--- src/design/trsm_pkg.sv ---
// Shared types and constants of the thermal runaway safety monitor.
package trsm_pkg;

    localparam int CHANNELS = 8;
    localparam int TIME_W   = 32;
    localparam int CH_IDX_W = (CHANNELS > 1) ? $clog2(CHANNELS) : 1;
    localparam int CMP_W    = (TIME_W > 32) ? TIME_W : 32;

    localparam int Q_DEPTH = 4;
    localparam int Q_AW    = $clog2(Q_DEPTH);

    // Register indexes (byte address / 4)
    localparam logic [2:0] REG_THRESHOLD = 3'd0;
    localparam logic [2:0] REG_TIMEOUT   = 3'd1;
    localparam logic [2:0] REG_MAX_TEMP  = 3'd2;
    localparam logic [2:0] REG_MIN_TEMP  = 3'd3;
    localparam logic [2:0] REG_ERR_LIMIT = 3'd4;

    // Status codes
    localparam logic [1:0] STATUS_OK    = 2'd0;
    localparam logic [1:0] STATUS_WARN  = 2'd1;
    localparam logic [1:0] STATUS_EMERG = 2'd2;

    typedef struct packed {
        logic [15:0]        threshold;
        logic [31:0]        timeout;
        logic signed [15:0] max_temp;
        logic signed [15:0] min_temp;
        logic [7:0]         err_limit;
    } t_cfg;

    // Classified snapshot, as held in the queue
    typedef struct packed {
        logic              clear;
        logic              in_range;
        logic [2:0]        channel;
        logic              over;
        logic              under;
        logic              sens_err;
        logic              valid;
        logic              autom;
        logic              drive;
        logic              dev_over;
        logic [TIME_W-1:0] now;
    } t_item;

    typedef struct packed {
        logic [2:0] channel_echo;
        logic [7:0] channel_alarms;
        logic       sensor_alarm;
        logic       emergency_alarm;
        logic       shutdown_latch;
        logic       force_manual;
        logic       over_temp_fault;
        logic       under_temp_fault;
        logic [1:0] status;
    } t_result;

endpackage

--- src/design/trsm_front.sv ---
// Front end: classifies one snapshot against the configured limits.
module trsm_front import trsm_pkg::*; (
    input  t_cfg               i_cfg,
    input  logic               i_clear_request,
    input  logic [2:0]         i_channel,
    input  logic signed [15:0] i_temperature,
    input  logic               i_data_valid,
    input  logic [7:0]         i_error_count,
    input  logic signed [15:0] i_setpoint,
    input  logic               i_auto_mode,
    input  logic               i_drive_active,
    input  logic [31:0]        i_time_ms,
    output t_item              o_item
);

    logic signed [16:0] dev;
    logic [16:0]        mag;

    always_comb begin
        dev = {i_setpoint[15], i_setpoint} - {i_temperature[15], i_temperature};
        mag = dev[16] ? 17'(-dev) : 17'(dev);

        o_item.clear    = i_clear_request;
        o_item.in_range = (int'(i_channel) < CHANNELS);
        o_item.channel  = i_channel;
        o_item.over     = (i_temperature > i_cfg.max_temp);
        o_item.under    = (i_temperature < i_cfg.min_temp);
        o_item.sens_err = !i_data_valid && (i_error_count >= i_cfg.err_limit);
        o_item.valid    = i_data_valid;
        o_item.autom    = i_auto_mode;
        o_item.drive    = i_drive_active;
        o_item.dev_over = (mag > {1'b0, i_cfg.threshold});
        o_item.now      = TIME_W'(i_time_ms);
    end

endmodule

--- src/design/trsm_fifo.sv ---
// Short queue between the front end and the back end.
module trsm_fifo import trsm_pkg::*; (
    input  logic  i_clk,
    input  logic  i_rst_n,
    input  logic  i_push,
    input  t_item i_item,
    output logic  o_full,
    input  logic  i_pop,
    output logic  o_valid,
    output t_item o_item
);

    t_item           r_mem [Q_DEPTH];
    logic [Q_AW-1:0] r_wr;
    logic [Q_AW-1:0] r_rd;
    logic [Q_AW:0]   r_cnt;
    logic            do_push;
    logic            do_pop;

    assign o_full  = (r_cnt == (Q_AW+1)'(Q_DEPTH));
    assign o_valid = (r_cnt != '0);
    assign o_item  = r_mem[r_rd];
    assign do_push = i_push && !o_full;
    assign do_pop  = i_pop && o_valid;

    always_ff @(posedge i_clk) begin
        if (do_push) begin
            r_mem[r_wr] <= i_item;
        end
    end

    always_ff @(posedge i_clk) begin
        if (!i_rst_n) begin
            r_wr  <= '0;
            r_rd  <= '0;
            r_cnt <= '0;
        end else begin
            if (do_push) begin
                r_wr <= r_wr + 1'b1;
            end
            if (do_pop) begin
                r_rd <= r_rd + 1'b1;
            end
            case ({do_push, do_pop})
                2'b10:   r_cnt <= r_cnt + 1'b1;
                2'b01:   r_cnt <= r_cnt - 1'b1;
                default: r_cnt <= r_cnt;
            endcase
        end
    end

endmodule

--- src/design/trsm_back.sv ---
// Back end: alarm state, runaway timers and the result register.
module trsm_back import trsm_pkg::*; (
    input  logic        i_clk,
    input  logic        i_rst_n,
    input  logic [31:0] i_timeout,
    input  logic        i_q_valid,
    input  t_item       i_item,
    output logic        o_pop,
    input  logic        i_stall,
    output logic        o_valid,
    output t_result     o_res
);

    logic [7:0]          r_alarm;
    logic                r_sensor;
    logic                r_emerg;
    logic                r_stop;
    logic [CHANNELS-1:0] r_armed;
    logic [TIME_W-1:0]   r_start [CHANNELS];
    logic                r_out_valid;
    t_result             r_res;

    logic [7:0]          n_alarm;
    logic                n_sensor;
    logic                n_emerg;
    logic                n_stop;
    logic [CHANNELS-1:0] n_armed;
    logic                arm_wr;
    t_result             n_res;
    logic [CH_IDX_W-1:0] idx;
    logic [7:0]          bit_sel;
    logic [TIME_W-1:0]   elapsed;
    logic                autom_eff;

    assign o_pop   = i_q_valid && (!r_out_valid || !i_stall);
    assign o_valid = r_out_valid;
    assign o_res   = r_res;

    always_comb begin
        idx       = CH_IDX_W'(i_item.channel);
        bit_sel   = 8'd1 << i_item.channel;
        elapsed   = i_item.now - r_start[idx];
        autom_eff = i_item.autom && i_item.valid;

        n_alarm  = r_alarm;
        n_sensor = r_sensor;
        n_emerg  = r_emerg;
        n_stop   = r_stop;
        n_armed  = r_armed;
        arm_wr   = 1'b0;

        n_res = '0;
        n_res.channel_echo = i_item.channel;

        if (i_item.clear) begin
            n_alarm  = '0;
            n_sensor = 1'b0;
            n_emerg  = 1'b0;
            n_stop   = 1'b0;
            n_armed  = '0;
        end else if (i_item.in_range) begin
            if (i_item.sens_err) begin
                n_sensor = 1'b1;
            end
            if (i_item.over) begin
                n_emerg = 1'b1;
                n_stop  = 1'b1;
            end
            // Auto channel with bad data goes to manual
            if (i_item.autom && !i_item.valid) begin
                n_res.force_manual = 1'b1;
                n_sensor = 1'b1;
            end
            n_res.over_temp_fault  = i_item.over;
            n_res.under_temp_fault = i_item.under;

            if (!n_stop) begin
                if (!i_item.valid) begin
                    n_alarm = n_alarm | bit_sel;
                end else if (!autom_eff) begin
                    n_alarm      = n_alarm & ~bit_sel;
                    n_armed[idx] = 1'b0;
                end else if (i_item.dev_over && i_item.drive) begin
                    if (!r_armed[idx]) begin
                        n_armed[idx] = 1'b1;
                        arm_wr       = 1'b1;
                    end else if (CMP_W'(elapsed) > CMP_W'(i_timeout)) begin
                        n_alarm = n_alarm | bit_sel;
                        n_emerg = 1'b1;
                    end
                end else begin
                    n_alarm      = n_alarm & ~bit_sel;
                    n_armed[idx] = 1'b0;
                end
                if (n_emerg) begin
                    n_stop = 1'b1;
                end
            end
        end

        n_res.channel_alarms  = n_alarm;
        n_res.sensor_alarm    = n_sensor;
        n_res.emergency_alarm = n_emerg;
        n_res.shutdown_latch  = n_stop;
        if (i_item.clear) begin
            n_res.status = STATUS_OK;
        end else if (n_stop) begin
            n_res.status = STATUS_EMERG;
        end else if ((n_alarm != '0) || n_sensor || n_emerg) begin
            n_res.status = STATUS_WARN;
        end else begin
            n_res.status = STATUS_OK;
        end
    end

    always_ff @(posedge i_clk) begin
        if (o_pop && arm_wr) begin
            r_start[idx] <= i_item.now;
        end
        if (o_pop) begin
            r_res <= n_res;
        end
    end

    always_ff @(posedge i_clk) begin
        if (!i_rst_n) begin
            r_alarm     <= '0;
            r_sensor    <= 1'b0;
            r_emerg     <= 1'b0;
            r_stop      <= 1'b0;
            r_armed     <= '0;
            r_out_valid <= 1'b0;
        end else begin
            if (o_pop) begin
                r_alarm  <= n_alarm;
                r_sensor <= n_sensor;
                r_emerg  <= n_emerg;
                r_stop   <= n_stop;
                r_armed  <= n_armed;
            end
            if (o_pop) begin
                r_out_valid <= 1'b1;
            end else if (!i_stall) begin
                r_out_valid <= 1'b0;
            end
        end
    end

endmodule

--- src/design/thermal_runaway_safety_monitor.sv ---
// Top level of the thermal runaway safety monitor: config registers, front, queue, back.
//
//  channel   | direction | handshake                 | payload
//  ----------+-----------+---------------------------+----------------------------------
//  snapshot  | in        | i_in_valid / o_in_stall   | i_clear_request .. i_time_ms
//  result    | out       | o_out_valid / i_out_stall | o_channel_echo .. o_status
//  config    | in        | psel/penable/pwrite/pready| paddr, pwdata, prdata (5 registers)
//
//  Throughput is one transaction per cycle while neither the queue nor the
//  result channel stalls; the back end reads and updates its state in the
//  same cycle that it pops a snapshot, so consecutive snapshots of the same
//  channel need no bubble. An accepted snapshot is written into the queue,
//  and its result is loaded into the result register when the back end pops it.
//  o_in_stall rises only when the four-entry queue is full; a stalled result
//  holds in the result register while the queue keeps filling.
//  Reset (i_rst_n low, synchronous) loads the register defaults, empties the
//  queue, clears all alarms and the emergency latch, and disarms every runaway timer.
module thermal_runaway_safety_monitor import trsm_pkg::*; (
    input  logic               i_clk,
    input  logic               i_rst_n,
    // snapshot channel
    input  logic               i_in_valid,
    output logic               o_in_stall,
    input  logic               i_clear_request,
    input  logic [2:0]         i_channel,
    input  logic signed [15:0] i_temperature,
    input  logic               i_data_valid,
    input  logic [7:0]         i_error_count,
    input  logic signed [15:0] i_setpoint,
    input  logic               i_auto_mode,
    input  logic               i_drive_active,
    input  logic [31:0]        i_time_ms,
    // result channel
    output logic               o_out_valid,
    input  logic               i_out_stall,
    output logic [2:0]         o_channel_echo,
    output logic [7:0]         o_channel_alarms,
    output logic               o_sensor_alarm,
    output logic               o_emergency_alarm,
    output logic               o_shutdown_latch,
    output logic               o_force_manual,
    output logic               o_over_temp_fault,
    output logic               o_under_temp_fault,
    output logic [1:0]         o_status,
    // configuration port
    input  logic               psel,
    input  logic               penable,
    input  logic               pwrite,
    input  logic [4:0]         paddr,
    input  logic [31:0]        pwdata,
    output logic [31:0]        prdata,
    output logic               pready
);

    t_cfg    r_cfg;
    t_item   front_item;
    t_item   q_item;
    logic    q_full;
    logic    q_valid;
    logic    q_pop;
    t_result res;
    logic    cfg_wr;

    // ---------------------------------------------------------------
    // Configuration registers: write on the access phase, read anytime
    // ---------------------------------------------------------------
    assign pready = 1'b1;
    assign cfg_wr = psel && penable && pwrite && pready;

    always_ff @(posedge i_clk) begin
        if (!i_rst_n) begin
            r_cfg.threshold <= 16'd160;
            r_cfg.timeout   <= 32'd60000;
            r_cfg.max_temp  <= 16'sd4800;
            r_cfg.min_temp  <= -16'sd800;
            r_cfg.err_limit <= 8'd5;
        end else if (cfg_wr) begin
            unique case (paddr[4:2])
                REG_THRESHOLD: r_cfg.threshold <= pwdata[15:0];
                REG_TIMEOUT:   r_cfg.timeout   <= pwdata;
                REG_MAX_TEMP:  r_cfg.max_temp  <= pwdata[15:0];
                REG_MIN_TEMP:  r_cfg.min_temp  <= pwdata[15:0];
                REG_ERR_LIMIT: r_cfg.err_limit <= pwdata[7:0];
                default: ;   // drop writes beyond the register list
            endcase
        end
    end

    always_comb begin
        unique case (paddr[4:2])
            REG_THRESHOLD: prdata = {16'd0, r_cfg.threshold};
            REG_TIMEOUT:   prdata = r_cfg.timeout;
            REG_MAX_TEMP:  prdata = {{16{r_cfg.max_temp[15]}}, r_cfg.max_temp};
            REG_MIN_TEMP:  prdata = {{16{r_cfg.min_temp[15]}}, r_cfg.min_temp};
            REG_ERR_LIMIT: prdata = {24'd0, r_cfg.err_limit};
            default:       prdata = '0;
        endcase
    end

    // ---------------------------------------------------------------
    // Front end: limit compares, deviation magnitude, fault screening
    // ---------------------------------------------------------------
    trsm_front u_front (
        .i_cfg           (r_cfg),
        .i_clear_request (i_clear_request),
        .i_channel       (i_channel),
        .i_temperature   (i_temperature),
        .i_data_valid    (i_data_valid),
        .i_error_count   (i_error_count),
        .i_setpoint      (i_setpoint),
        .i_auto_mode     (i_auto_mode),
        .i_drive_active  (i_drive_active),
        .i_time_ms       (i_time_ms),
        .o_item          (front_item)
    );

    // Hold off the source only when the queue has no free entry
    assign o_in_stall = q_full;

    trsm_fifo u_fifo (
        .i_clk   (i_clk),
        .i_rst_n (i_rst_n),
        .i_push  (i_in_valid),
        .i_item  (front_item),
        .o_full  (q_full),
        .i_pop   (q_pop),
        .o_valid (q_valid),
        .o_item  (q_item)
    );

    // ---------------------------------------------------------------
    // Back end: alarm state, per-channel runaway timers, result register
    // ---------------------------------------------------------------
    trsm_back u_back (
        .i_clk     (i_clk),
        .i_rst_n   (i_rst_n),
        .i_timeout (r_cfg.timeout),
        .i_q_valid (q_valid),
        .i_item    (q_item),
        .o_pop     (q_pop),
        .i_stall   (i_out_stall),
        .o_valid   (o_out_valid),
        .o_res     (res)
    );

    assign o_channel_echo     = res.channel_echo;
    assign o_channel_alarms   = res.channel_alarms;
    assign o_sensor_alarm     = res.sensor_alarm;
    assign o_emergency_alarm  = res.emergency_alarm;
    assign o_shutdown_latch   = res.shutdown_latch;
    assign o_force_manual     = res.force_manual;
    assign o_over_temp_fault  = res.over_temp_fault;
    assign o_under_temp_fault = res.under_temp_fault;
    assign o_status           = res.status;

endmodule

--- config.mk ---
export PLATFORM = sky130hd
export DESIGN_NAME = thermal_runaway_safety_monitor
export DESIGN_NICKNAME = d
export VERILOG_FILES = /design/src/design/trsm_pkg.sv /design/src/design/trsm_front.sv /design/src/design/trsm_fifo.sv /design/src/design/trsm_back.sv /design/src/design/thermal_runaway_safety_monitor.sv
export SDC_FILE = /design/constraint.sdc
export NUM_CORES = 1
export LEC_CHECK = 0
export ABC_AREA = 1
export ABC_CLOCK_PERIOD_IN_PS = 11800
export BUFFER_PORTS_ARGS = -buffer_cell sky130_fd_sc_hd__buf_2
export CORE_AREA = 4 4 333 335
export CTS_CLUSTER_DIAMETER = 40
export DETAILED_ROUTE_END_ITERATION = 7
export DIE_AREA = 0 0 337 339
export HOLD_SLACK_MARGIN = 0.15
export SLEW_MARGIN = 5
export SYNTH_ARGS = -nofsm -noshare
export SYNTH_HDL_FRONTEND = slang
export SYNTH_SLANG_ARGS = --single-unit
--- constraint.sdc ---
create_clock -name i_clk -period 11.8 [get_ports i_clk]
set_clock_uncertainty 0.15 [all_clocks]
set_input_delay 0.59 -clock i_clk [delete_from_list [all_inputs] [get_ports i_clk]]
set_output_delay 0.59 -clock i_clk [all_outputs]
set_load 0.05 [all_outputs]
# After elaboration in Yosys (flattened, before gate mapping)
# Memories as Yosys holds them, arrays and structs flattened. A register that Yosys moved wholly into a read port is not among the register bits.
# Cells that the tools add are included.
[totals]
ram_bits = 428
reg_bits = 134
input_bits = 123
memories = 2
wordCells = 154
out_inout_bits = 54
[classes]
mux = 63
n_addsub = 7
reduce_logical = 33
n_lt_le_gt_ge = 7
n_eq_ne = 10
n_bitwise = 7
shifts = 1
[memory_table]
columns = ["memory", "depth", "width", "rd", "rd_clocked_by_memory_dff", "wr", "line", "source"]
rows = [
  ["u_back.r_start", 8, 32, 1, 0, 1, "trsm_back.sv:19", "logic [TIME_W-1:0] r_start [CHANNELS];"],
  ["u_fifo.r_mem", 4, 43, 1, 1, 1, "trsm_fifo.sv:13", "t_item r_mem [Q_DEPTH];"],
]
[ops]
columns = ["op", "count"]
rows = [
  ["32-bit case mux with 5 select lines", 1],
  ["8-bit 2-to-1 mux", 15],
  ["1-bit 2-to-1 mux", 40],
  ["32-bit greater-than comparator", 1],
  ["32-bit subtractor", 1],
  ["17-bit by 16-bit greater-than comparator with 1-bit output", 1],
  ["17-bit 2-to-1 mux", 1],
  ["17-bit negator", 1],
  ["16-bit by 16-bit subtractor with 17-bit output", 1],
  ["8-bit AND", 2],
  ["16-bit greater-than comparator", 1],
  ["16-bit less-than comparator", 1],
  ["8-bit inverter", 2],
  ["8-bit OR", 2],
  ["1-bit logical AND", 11],
  ["2-bit AND reduction", 5],
  ["8-bit >= comparator", 1],
  ["8-bit nonzero test", 1],
  ["1-bit by 3-bit << shifter with 8-bit output (first input constant)", 1],
  ["3-bit by 2-bit == test with 1-bit output (second input constant)", 2],
  ["3-bit == test (second input constant)", 2],
  ["2-bit 2-to-1 mux", 3],
  ["3-bit case mux with 2 select lines", 1],
  ["2-bit nonzero test", 3],
  ["other kinds (20)", 28],
]

# Longest topological paths before layout
# An unclocked memory read counts as a cell.
[depth]
depth_word = 17
depth_mapped = 46
depth_no_buf = 44

# Cells and area by module
# A second synthesis with hierarchy kept.
[unflattened]
hier_cells = 3027
area_unflattened_um2 = 28577.4
[by_module_without_submodules]
columns = ["mod", "cells_per_inst", "area_each_um2", "seq_area_each_um2", "instances"]
rows = [
  ["trsm_back", 1285, 13910.8, 8658.3, 1],
  ["trsm_fifo", 494, 7090.6, 5465.2, 1],
  ["thermal_runaway_safety_monitor", 696, 4299.1, 1761.7, 1],
  ["trsm_front", 552, 3276.9, 0.0, 1],
]

# Least setup slack after synthesis
# OpenSTA, ideal clock, no wires.
[synth_path]
path_kind = "register -> register"
from = "reg with a tool-made name"
to = "reg u_back.r_res (netlist bit u_back.o_res[0]), data pin"
path_slack_ns = 6.397
stages_incl_launch_ff = 41
t_arrival_ns = 5.004
required_ns = 11.401
path_buffers = 3
synth_period_minus_slack_ns = 5.403
setup_ns = 0.249
path_cell_list = "dfxtp_1 > buf_6 > nand2_1 > nand3_2 > nand2_4 > inv_4 > nor2_8 > buf_2 > clkbuf_1 > a22oi_1 > nand3_1 > o21ai_0 > ha_1 > nand3_1 > nand2_1 > nand2_1 > nand2_1 > a21boi_1 > (+5 left out) > ha_1 > nand2_1 > inv_1 > nand2_1 > nor2_1 > nand2_1 > nor2_1 > nand3_1 > nand3b_1 > nand2_1 > nand2_1 > nand2_1 > nand2_1 > nand2_1 > nor2_1 > nand3_1 > nand2_1 > inv_1"
[synth_rtl]
columns = ["element", "line", "source"]
rows = [
  ["end signal: assignment", "trsm_back.sv:121", "r_res <= n_res;"],
  ["end: declaration", "trsm_back.sv:21", "t_result r_res;"],
]

==> metrics.txt <==
status=finished, final reports clean; first-pass GRT wire length=112000 um; Hold Crit Class=in -> reg; period utilization=0.687; TNS Setup=0 ns; Post-Synth Simple-Gate Area=0.128; DR iter-0 viols=1388; IO Port Bufs=around 170; final net count=3112; Hold Vio Cnt, Final=0; min Tclk post-route=between 8 and 9 ns; largest fanout on the critical path=75; Mapped Nets=2870; routability cong.=about 0.85; GRT Overall Usage=0.126; Worst setup EP type=flop; Largest stage delay, worst path=0.61 ns; Post-synth EDFFs=447; Worst-Skew Late Latency=0.61 ns; Pwr Density=302 nW/um^2; xor-xnor portion of the synthesized cell area=0.0176; area grow syn2layout=20.4%; Initial Util=0.248; CTS root buf=clkbuf_16; Die Height=339 um; number of global-route vias before repair=18900; post-synthesis mux area share=0.000373; RSZ-0062 raised after global routing=no; post-synthesis async set-or-reset flop share=0; Max Cap Viol=0; Rows=121; Initial DRT Pass Iterations=5; startpoint types=flop; Post-CTS Setup Bufs=0; syn_area_per_cell=10.3 um^2; io pins=177; cell mode on critical path=nand2_1; leakage power=12.3 nW; Horiz. Die Dim=337 um; CTS Hold Bufs=62; Most used DFF post-synth=edfxtp_1; cell area after synthesis=~27000 um^2; cell count after synthesis=2604; setup ws final=approximately 3.7 ns; Compound-Gate Fraction of Synth Area=0.144; Clk pin slew, worst setup/hold paths=~0.05 ns; Distinct cells, synth=59; DR WL/cell=17.1 um; average vias per placed instance=approximately 4.6; pin count of the biggest net entering global routing=80; Routed WL=roughly 74000 um; FMAX=between 100 and 150 MHz; antenna violations before repair=16; Synth Register Bits=564; pre-CTS setup slack=around 3.5 ns; slew margin rel.=0.219; share of cells above drive strength 1=0.133; remaining antenna violation count after routing=0; area of the core=108000 um^2; Final setup viols=0; Num CTS Buffers=73; clock tree from TritonCTS=built; register area share after synthesis=0.587; Die Footprint=around 110000 um^2; Worst EP arrival=8.32 ns; peak supply drop=~0.16 mV; slowest CP cell=buf_4; post_cts resized=0; GRT overflow=0; via count=19900; critical setup path kind=reg -> reg; clk buf depth=3; largest family of logic cells by synthesized area=compound AO/OA/AOI/OAI gates; CP required=12.02 ns; HPWL Detailed=51200 um; H-tree levels=3; Adder-Cell Fraction of Synth Area=0.0674; clk sinks=564; pin slew with the least headroom to its limit=between 1 and 1.5 ns; Filler cells=around 11000; DRC viols=0; Synthesis Warnings=0; max-slew violation count=0
cell usage after synthesis (4+ instances only):
library cell	n	share of area
xor2_1	38	0.012
o21bai_1	6	0.0017
buf_1	7	0.00098
edfxtp_1	447	0.50
nand4_1	44	0.010
nand2_4	5	0.0021
o2111ai_1	8	0.0026
inv_1	259	0.036
o21ai_0	253	0.047
dfxtp_1	117	0.087
xnor2_1	16	0.0052
nand2_1	423	0.059
nand2_2	9	0.0021
nand3_1	84	0.016
a211oi_1	6	0.0017
nand3b_1	4	0.0011
o21a_1	5	0.0014
a21o_1	5	0.0014
o22ai_1	53	0.012
o221ai_1	6	0.0020
a22oi_1	57	0.016
or2_2	4	0.00093
nor3_1	17	0.0032
inv_2	9	0.0013
buf_6	7	0.0029
buf_4	4	0.0011
nand3_2	6	0.0022
ha_1	140	0.065
buf_2	20	0.0037
nor2_2	4	0.00093
o21ai_1	9	0.0017
clkbuf_1	60	0.0084
nor2_1	190	0.027
a31oi_1	8	0.0019
o211ai_1	26	0.0073
a21oi_1	208	0.039
worst paths after layout:
path,start,cells after the start,slack [ns],end
hold reg to reg,u_fifo.r_rd[1],2,0.32,flop
hold / removal,i_in_valid,4,0.18,u_fifo.r_wr[0]
setup / recovery,flop,41,3.69,u_back.o_res[0]
setup reg to reg,flop,41,3.69,u_back.o_res[0]
logic make-up (layout without fill, tap and decap cells):
family / after synthesis / after routing
other: 1 / 10
flip-flops: 564 / 564
AO/OA/AOI/OAI: 674 / 674
multiplexers: 1 / 1
AND/OR/NAND/NOR: 799 / 799
adder cells (fa/ha/maj): 143 / 143
XOR/XNOR: 54 / 54
buffers and inverters: 368 / 669
layer usage:
layer,share of wire,routed length [um],global-route usage,vias up
li1,-,-,-,9748
met4,0.019,1380,0.0353,14
met1,0.44,32700,0.169,9470
met2,0.47,35100,0.208,589
met5,0.0010,77,0,-
met3,0.066,4920,0.0242,102
cells in the final DEF (no fill, tap or decap), types with 17 or more instances in the layout:
cell type and count:
buf_4 31, o21ai_0 253, inv_1 258, a21oi_1 208
buf_2 172, clkbuf_16 75, o22ai_1 53, nand3_1 84
dfxtp_1 116, xor2_1 38, edfxtp_1 447, dlygate4sd3_1 62
o211ai_1 26, nor2_1 178, a22oi_1 57, ha_1 140
nand2_1 423, nor3_1 17, nand4_1 44
sequential cells by signal, indices dropped and copies added, names as in the netlist, named ones only:
| register | flops |
|---|---|
| u_fifo.r_rd | 2 |
| u_back.o_res | 19 |
| u_back.r_emerg | 1 |
| u_fifo.r_cnt | 3 |
| u_fifo.r_mem | 172 |
| u_back.o_valid | 1 |
| u_back.r_start | 256 |
| u_back.r_alarm | 8 |
| u_fifo.r_wr | 2 |
| u_back.r_sensor | 1 |
| u_back.r_armed | 8 |
| u_back.r_stop | 1 |
| r_cfg | 88 |
report_power, final:
part | internal (W) | switching, W | leakage (nW)
sequential | 0.00250 | 0.0000543 | 5.02
clock | 0.00127 | 0.000868 | 1.14
combinational | 0.00163 | 0.00343 | 6.10
total | 0.00541 | 0.00435 | 12.3
worst max-delay path: cells and delay by family, from the launching register on:
kind / cells / cell delay, ns
compound gates: 7 / 1.38
fa+ha+maj: 2 / 0.69
buf+inv: 6 / 1.85
flops: 1 / 0.45
xor+xnor: 1 / 0.17
simple gates: 25 / 3.11
through the flow:
stage | total power, W | util | hold slack [ns] | cells | cell area (um^2)
6_report | 0.00976 | 0.299 | 0.182 | 4328 | 32400
5_1_grt | 0.0106 | 0.299 | 0.178 | 4322 | 32300
3_5_place_dp | 0.00766 | 0.271 | 0.313 | 4123 | 29300
2_1_floorplan | 0.00626 | - | 0.286 | 2604 | 26900
4_1_cts | 0.00985 | 0.299 | 0.153 | 4319 | 32300
3_3_place_gp | 0.00761 | 0.271 | 0.305 | 4123 | 29300
layout make-up:
| type | count | area [um^2] | share of cell area |
|---|---|---|---|
| multi-input cells | 1672 | 9680 | 0.299 |
| clock buffers | 82 | 1900 | 0.0588 |
| inverters | 270 | 1020 | 0.0316 |
| diodes | 9 | 22.5 | 0.000696 |
| repair buffers | 265 | 1710 | 0.0530 |
| flip-flops and latches | 564 | 15800 | 0.487 |
| well taps | 1414 | 1770 | 0.0547 |
| clock inverters | 52 | 477 | 0.0147 |
No activity file was read; power rests on OpenSTA's default activity.
